<file path="src/hdl/sppu_pkg.sv">
// Shared types and constants for the sprite perspective projection unit.
package sppu_pkg;

  localparam int HEADING_ENTRIES_DEF = 1024;
  localparam int VIEW_COLUMNS_DEF    = 320;
  localparam int SCALE_LEVELS        = 16;

  localparam int NEAR_DIST   = 80;
  localparam int FAR_DIST    = 1122;
  localparam int PLAYER_DIST = 124;
  localparam int HALF_VIEW   = 160;
  localparam int PROJ_FACTOR = 37837;
  localparam int ROUND_MARK  = 8096;
  // 65536/70 rounded up, exact for offsets below 1000
  localparam int LEVEL_RECIP = 937;

  localparam int QW      = 23;  // quotient magnitude bits
  localparam int Q_DEPTH = 4;
  localparam int QCW     = $clog2(Q_DEPTH + 1);

  typedef enum logic [1:0] {
    CMD_HEAD = 2'd0,
    CMD_VIEW = 2'd1,
    CMD_PROJ = 2'd2,
    CMD_NONE = 2'd3
  } cmd_t;

  typedef struct packed {
    logic [1:0]         cmd;
    logic [9:0]         table_index;
    logic signed [31:0] table_word_a;
    logic signed [31:0] table_word_b;
    logic [15:0]        world_x;
    logic [15:0]        world_y;
    logic [15:0]        eye_x;
    logic [15:0]        eye_y;
    logic [15:0]        heading;
  } in_t;

  typedef struct packed {
    logic       visible;
    logic [8:0] screen_col;
    logic [10:0] distance;
    logic [3:0] size_level;
  } out_t;

  // queue entry: a view load or a project item with its heading entry
  typedef struct packed {
    logic               proj;
    logic               hd_ok;
    logic [9:0]         idx;
    logic signed [31:0] word_a;
    logic signed [31:0] tx;
    logic signed [31:0] ty;
    logic signed [15:0] dx;
    logic signed [15:0] dy;
    logic signed [15:0] wy;
  } qent_t;

  typedef struct packed {
    logic room;
    logic nonempty;
  } qstat_t;

endpackage

</file>
<file path="src/hdl/sppu_fifo.sv">
// Short queue between the front and back parts.
module sppu_fifo (
  input  logic          clk,
  input  logic          rst,
  input  logic          push,
  input  sppu_pkg::qent_t push_data,
  input  logic          pop,
  output sppu_pkg::qent_t pop_data,
  output sppu_pkg::qstat_t stat
);
  import sppu_pkg::*;

  localparam int PW = $clog2(Q_DEPTH);

  qent_t          buf_q [Q_DEPTH];
  logic [PW-1:0]  wptr;
  logic [PW-1:0]  rptr;
  logic [QCW-1:0] count;

  always_ff @(posedge clk) begin
    if (rst) begin
      wptr  <= '0;
      rptr  <= '0;
      count <= '0;
    end else begin
      if (push) wptr <= wptr + 1'b1;
      if (pop)  rptr <= rptr + 1'b1;
      count <= count + QCW'(push) - QCW'(pop);
    end
  end

  always_ff @(posedge clk) begin
    if (push) buf_q[wptr] <= push_data;
  end

  assign pop_data      = buf_q[rptr];
  assign stat.nonempty = (count != '0);
  // one beat may still be in the heading read stage, so keep two free
  assign stat.room     = (32'(count) <= Q_DEPTH - 2);
endmodule

</file>
<file path="config.mk">
export PLATFORM = sky130hd
export DESIGN_NAME = sppu_fifo
export DESIGN_NICKNAME = d
export VERILOG_FILES = /design/src/hdl/sppu_pkg.sv /design/src/hdl/sppu_fifo.sv
export SDC_FILE = /design/constraint.sdc
export NUM_CORES = 1
export LEC_CHECK = 0
export BUFFER_PORTS_ARGS = -buffer_cell sky130_fd_sc_hd__buf_2
export CELL_PAD_IN_SITES_DETAIL_PLACEMENT = 1
export CELL_PAD_IN_SITES_GLOBAL_PLACEMENT = 1
export CORE_ASPECT_RATIO = 1.1
export CORE_MARGIN = 3
export CORE_UTILIZATION = 54
export DETAILED_ROUTE_END_ITERATION = 8
export PLACE_DENSITY_LB_ADDON = 0.1
export SYNTH_ARGS = -nofsm -noshare
export SYNTH_HDL_FRONTEND = slang
export SYNTH_SLANG_ARGS = --single-unit
export TNS_END_PERCENT = 5
</file>
<file path="constraint.sdc">
create_clock -name clk -period 14.2 [get_ports clk]
set_clock_uncertainty 0.1 [all_clocks]
set_input_delay 1.42 -clock clk [delete_from_list [all_inputs] [get_ports clk]]
set_output_delay 1.42 -clock clk [all_outputs]
set_load 0.02 [all_outputs]
</file>
==> results.sh, run 1 <==
export IMPL_setup_ws_ns=9.21
export IMPL_drt_wl_total_microns=47500
export IMPL_grt_usage_pct=21.2
export IMPL_worstSetupPathType="reg -> out"
export IMPL_cts_htree_levels=2
export IMPL_cellLeakagePower_nw=9.07
export IMPL_switching_share_pct=22.8
export IMPL_clockPowerShare_pct=37.6
export IMPL_nets=1384
export IMPL_first_global_vias=11349
export IMPL_postCtsHoldBufs=0
export IMPL_avgSynthCellArea_sq_um=26.9
export IMPL_yosys_area_share_simple_pct=0.287
export IMPL_final_antenna_net_count=0
export IMPL_period_needed_ns=4.99
export IMPL_synth_compound_area_share_pct=0.103
export IMPL_fin_tns_setup_ns=0
export IMPL_vias=10280
export IMPL_grt_overflow_total=0
export IMPL_synthAdderAreaFrac_pct=0.466
export IMPL_finalSetupViolations=0
export IMPL_place_ws_ns=9.74
export IMPL_holdCritPathClass="reg -> reg"
export IMPL_peakVddDrop_mv=0.111
export IMPL_dr_pass1_iters=5
export IMPL_ioPinCount=318
export IMPL_cts_resized=0
export IMPL_maxSlewHeadroom_pct=27.6
export IMPL_synthTopCellsByArea="edfxtp_1, mux4_2, buf_12"
export IMPL_gp_congestion=0.716
export IMPL_clkTransAtPathRegs_ns=0.06
export IMPL_netlist_area_leader_share_pct=81.1
export IMPL_ys_warn_count=0
export IMPL_internal_power_mw=3.24
export IMPL_synth_ff_type="edfxtp_1"
export IMPL_die_w_microns=203
export IMPL_start_util_pct=55.3
export IMPL_route_detailed_drc=0
export IMPL_synthesis_area_sq_um=23100
export IMPL_dpl_hpwl_microns=28800
export IMPL_drv_slew=0
export IMPL_antenna_found_initial=20
export IMPL_min_period_over_period_pct=35.1
export IMPL_die_area_sq_um=45300
export IMPL_syn_nets=1028
export IMPL_drv_cap=0
export IMPL_path_max_fanout=114
export IMPL_grt_max_degree=115
export IMPL_startpoint_type="flop"
export IMPL_seq_area_frac_synth_pct=81.9
export IMPL_status="completed"
export IMPL_n_fill_cell=3428
export IMPL_p_switching_uw=955
export IMPL_vias_per_cell=5.58
export IMPL_syn_to_final_growth_pct=17.2
export IMPL_grt_pass1_wl_microns=72000
export IMPL_combPwrFrac_pct=10.5
export IMPL_die_height_microns=223
export IMPL_rows=78
export IMPL_yosys_area_top_type="edfxtp_1"
export IMPL_rsz0062_at_grt="no"
export IMPL_synth_top_family_by_area="multiplexers"
export IMPL_ctsRootBufferMaster="clkbuf_16"
export IMPL_drive_gt1_share_pct=45.7
export IMPL_tritoncts_num_buffers=61
export IMPL_cts_tree="yes"
export IMPL_wl_per_cell_microns=25.8
export IMPL_required_ns=12.68
export IMPL_tightest_slew_ns=1.09
export IMPL_synth_cell_types=22
export IMPL_fmax_mhz=200
export IMPL_ys_ff_latch=633
export IMPL_async_flop_share_pct=0
export IMPL_crit_arrival_ns=3.47
export IMPL_synth_edf_count=624
export IMPL_end_kind="output port"
export IMPL_synth_cells=860
export IMPL_p_per_area_nw_per_um2=155
export IMPL_clock_latency_ns=0.60
export IMPL_cts_num_sinks=633
export IMPL_synth_mux_area_share_pct=15.2
export IMPL_numPortBuffers=317
export IMPL_sequentialPowerShare_pct=51.9
export IMPL_synth_xor_area_share_pct=0.114
export IMPL_core_sq_um=41800
export IMPL_finalHoldViolations=0
export IMPL_cts_setup_buffers=0
export IMPL_cts_path_max_buffers=3
export IMPL_drtIter0Drc=695
-- routing by layer --
metal	global-route usage [%]	share of wire [%]	routed length [microns]	vias to the layer above
li1	-	-	-	4449
met1	28.4	39	18400	5396
met2	34.2	50	23800	333
met3	6.80	8.6	4090	84
met4	6.11	2.3	1100	18
met5	0	0.27	126	-
-- state kept, by name, indices dropped and copies added, names as in the netlist, named ones only --
signal	cells
rptr	2
count	3
wptr	2
buf_q	624
-- cell usage after synthesis, types with 3 or more instances --
cell      count
inv_1         7
clkbuf_1      3
ha_1          7
edfxtp_1    624
dfxtp_1       9
buf_12       15
mux4_2      156
xnor2_1       3
and2_1        4
nor2_1        6
buf_2        15
-- area by class of cell --
type                    count  area (sq um)  area share, %
inverters                   7          26.3         0.0970
well taps                 560           701           2.59
multi-input cells         184          3760           13.9
flip-flops and latches    633         18900           69.9
clock inverters            39           335           1.24
clock buffers              76          1630           6.00
repair buffers            329          1690           6.23
diodes                     13          32.5          0.120
-- critical path: stages (launching register included) --
cell and delay, ns:
dfxtp_4 0.35, buf_12 0.63, buf_4 0.83, mux4_2 0.63
buf_2 0.18
-- per-stage QoR --
step / hold slack (ns) / power, mW / instance area, sq um / instances / utilization [%]
finish: 0.433 / 4.19 / 27100 / 1841 / 64.9
global route: 0.467 / 4.35 / 27100 / 1835 / 64.8
CTS: 0.442 / 4.25 / 27100 / 1828 / 64.8
detailed placement: 0.430 / 2.66 / 25100 / 1713 / 60.1
global placement: 0.420 / 2.65 / 25100 / 1713 / 60.1
floorplan: 0.399 / 2.51 / 23100 / 860 / -
-- kinds of logic (layout without fill, tap and decap cells) --
| family | Yosys count | in the layout |
|---|---|---|
| DFF | 633 | 633 |
| muxes | 157 | 157 |
| buffers and inverters | 43 | 451 |
| and+or+nand+nor | 13 | 13 |
| adders and majority gates | 8 | 8 |
| AOI/OAI and AO/OA | 3 | 3 |
| xor gates and xnor gates | 3 | 3 |
| other | 0 | 13 |
-- final timing paths --
check	start	slack (ns)	end	cells past startpoint
min reg2reg	rptr[1]	0.43	flop	2
max	flop	9.21	pop_data[72]	4
min	rptr[1]	0.43	flop	2
max reg2reg	wptr[0]	11.67	buf_q[2][136]	4
-- cell usage in the layout, fill, tap and decap left out --
cell        count
a21bo_2         1
a21oi_1         1
a31o_2          1
and2_4          4
buf_12          1
buf_2         317
buf_4          11
bufinv_16       6
clkbuf_1       13
clkbuf_16      63
clkinv_1       16
clkinv_2       14
clkinvlp_4      1
dfxtp_1         7
dfxtp_4         2
diode_2        13
edfxtp_1      624
fa_1            1
ha_1            7
inv_1           7
inv_6           2
mux2i_1         1
mux4_2        156
nand3_1         1
nand3b_1        1
nor2_1          6
nor2b_1         1
xnor2_1         3
-- power groups by stage --
| stage | logic (mW) | registers, mW | clock network (mW) |
|---|---|---|---|
| after global placement | 0.445 | 2.21 | 0 |
| final | 0.441 | 2.17 | 1.58 |
| after CTS | 0.452 | 2.18 | 1.62 |
| after global routing | 0.474 | 2.18 | 1.69 |
| after detailed placement | 0.450 | 2.22 | 0 |
| after floorplan | 0.301 | 2.21 | 0 |
Note: power is estimated with default switching activity, not from simulation.
==> run 2: changes to the inputs <==
Settings changed: CORE_UTILIZATION 54 to 46.
Clock period 14.2 ns to 4.5 ns, I/O delays scaled along.
==> results.sh, run 2 (synthesized netlist as in run 1, its figures left out) <==
export IMPL_status="completed"
export IMPL_numPortBuffers=317
export IMPL_worstSetupPathType="reg -> out"
export IMPL_start_util_pct=46.8
export IMPL_period_needed_ns=3.09
export IMPL_instances_no_fill=2083
export IMPL_rr_startpoint="wptr[0]"
export IMPL_path_max_fanout=32
export IMPL_syn_to_final_growth_pct=25.7
export IMPL_cts_setup_buffers=0
export IMPL_drv_slew=0
export IMPL_critPathTopFamily="flip-flops"
export IMPL_clkTransAtPathRegs_ns=0.06
export IMPL_route_detailed_drc=0
export IMPL_nets=1552
export IMPL_core_sq_um=49300
export IMPL_maxSlewHeadroom_pct=32.0
export IMPL_placed_cells=1810
export IMPL_antenna_found_initial=6
export IMPL_drv_cap=0
export IMPL_peakVddDrop_mv=0.364
export IMPL_grt_pass1_wl_microns=75400
export IMPL_die_area_sq_um=53000
export IMPL_place_ws_ns=1.92
export IMPL_cts_htree_levels=3
export IMPL_cts_tree="yes"
export IMPL_cts_resized=0
export IMPL_gp_congestion=0.672
export IMPL_final_common_cell="edfxtp_1"
export IMPL_n_fill_cell=4190
export IMPL_final_antenna_net_count=0
export IMPL_drive_gt1_share_pct=40.7
export IMPL_rr_endpoint="buf_q[2][155]"
export IMPL_tritoncts_num_buffers=67
export IMPL_final_area_sq_um=29000
export IMPL_vias=11010
export IMPL_cellLeakagePower_nw=9.83
export IMPL_clock_latency_ns=0.58
export IMPL_startpoint_type="flop"
export IMPL_dpl_hpwl_microns=29200
export IMPL_place_area_sq_um=25400
export IMPL_min_period_over_period_pct=68.7
export IMPL_first_global_vias=12129
export IMPL_drt_wl_total_microns=50300
export IMPL_dr_pass1_iters=4
export IMPL_cp_num_buf_inv=2
export IMPL_crit_arrival_ns=2.54
export IMPL_cts_path_max_buffers=3
export IMPL_fmax_mhz=323
export IMPL_grt_max_degree=92
export IMPL_reg_top3="buf_q: 624 flops, count: 3 flops"
export IMPL_postCtsHoldBufs=157
export IMPL_r2r_slack_ns=2.24
export IMPL_vias_per_cell=5.29
export IMPL_reg2reg_depth=4
export IMPL_finalHoldViolations=0
export IMPL_hp_start="pop"
export IMPL_regMostFlops="buf_q"
export IMPL_ioPinCount=318
export IMPL_holdCritPathClass="in -> reg"
export IMPL_die_w_microns=220
export IMPL_end_kind="output port"
export IMPL_largest_reg_flops=624
export IMPL_die_height_microns=241
export IMPL_setup_ws_ns=1.41
export IMPL_wl_per_cell_microns=24.1
export IMPL_tightest_slew_ns=1.02
export IMPL_cts_num_sinks=633
export IMPL_rsz0062_at_grt="no"
export IMPL_p_per_area_nw_per_um2=472
export IMPL_required_ns=3.95
export IMPL_grt_usage_pct=19.1
export IMPL_layout_cells_most_common_list="edfxtp_1, buf_2, dlygate4sd3_1"
export IMPL_crit_path_max_incr_delay_ns=0.80
export IMPL_holdPathStages=3
export IMPL_cp_slowest_cell="dfxtp_4"
export IMPL_finalSetupViolations=0
export IMPL_rows=85
export IMPL_path_cells="buf_4 > mux4_2 > buf_2"
export IMPL_ctsRootBufferMaster="clkbuf_16"
export IMPL_grt_overflow_total=0
export IMPL_drtIter0Drc=636
-- run 2: cell types whose count changed in the layout (fill, tap and decap cells not counted), sizes merged --
cell	delta
buf	+5
clkbuf	+11
clkinv	-13
dlygate4sd3	+157
diode	-10
-- run 2: worst max-delay path by stage --
stage	to	startpoint	slack, ns	cells after the start
2_1_floorplan	buf_q[2][0]	wptr[0]	-0.24	3
3_3_place_gp	pop_data[148]	flop	1.93	3
3_5_place_dp	pop_data[148]	flop	1.92	3
4_1_cts	pop_data[148]	flop	1.27	3
5_1_grt	pop_data[104]	flop	1.18	3
6_report	pop_data[81]	flop	1.41	3
-- run 2: layout make-up --
cell class                      count  area (sq um)  area share (%)
Sequential cell                   633         18900            65.2
Tap cell                          652           816            2.81
Timing Repair Buffer              491          3420            11.8
Inverter                            7          26.3          0.0905
Clock inverter                     26           273           0.939
Antenna cell                        3          7.51          0.0258
Clock buffer                       87          1810            6.25
Multi-Input combinational cell    184          3760            12.9
-- run 2: per-layer routing --
metal | wire length [microns] | global-route usage, % | part of all wire (%)
met5 | 28 | 0 | 0.056
met1 | 20300 | 25.1 | 40
met4 | 1030 | 6.11 | 2.0
met3 | 3260 | 5.09 | 6.5
met2 | 25600 | 31.7 | 51
-- run 2: power by group --
| part | switching, mW | internal (mW) |
|---|---|---|
| Clock | 2.13 | 3.17 |
| Combinational | 0.885 | 0.650 |
| Sequential | 0.0904 | 6.78 |
| Total | 3.10 | 10.6 |
-- run 2: tightest hold or removal path: cells and delay by family --
kind	cells	cell delay (ns)
buf+inv	1	0.13
compound gates	1	0.07
simple gates	1	0.08
-- run 2: stage by stage --
stage	hold WS [ns]	TNS, ns	power (mW)	utilization (%)
3_3_place_gp	0.406	0	8.41	51.4
2_1_floorplan	0.399	-106.67	7.92	-
4_1_cts	0.0496	0	13.9	58.8
3_5_place_dp	0.441	0	8.45	51.4
6_report	0.102	0	13.7	58.9
5_1_grt	0.0864	0	14.2	58.8
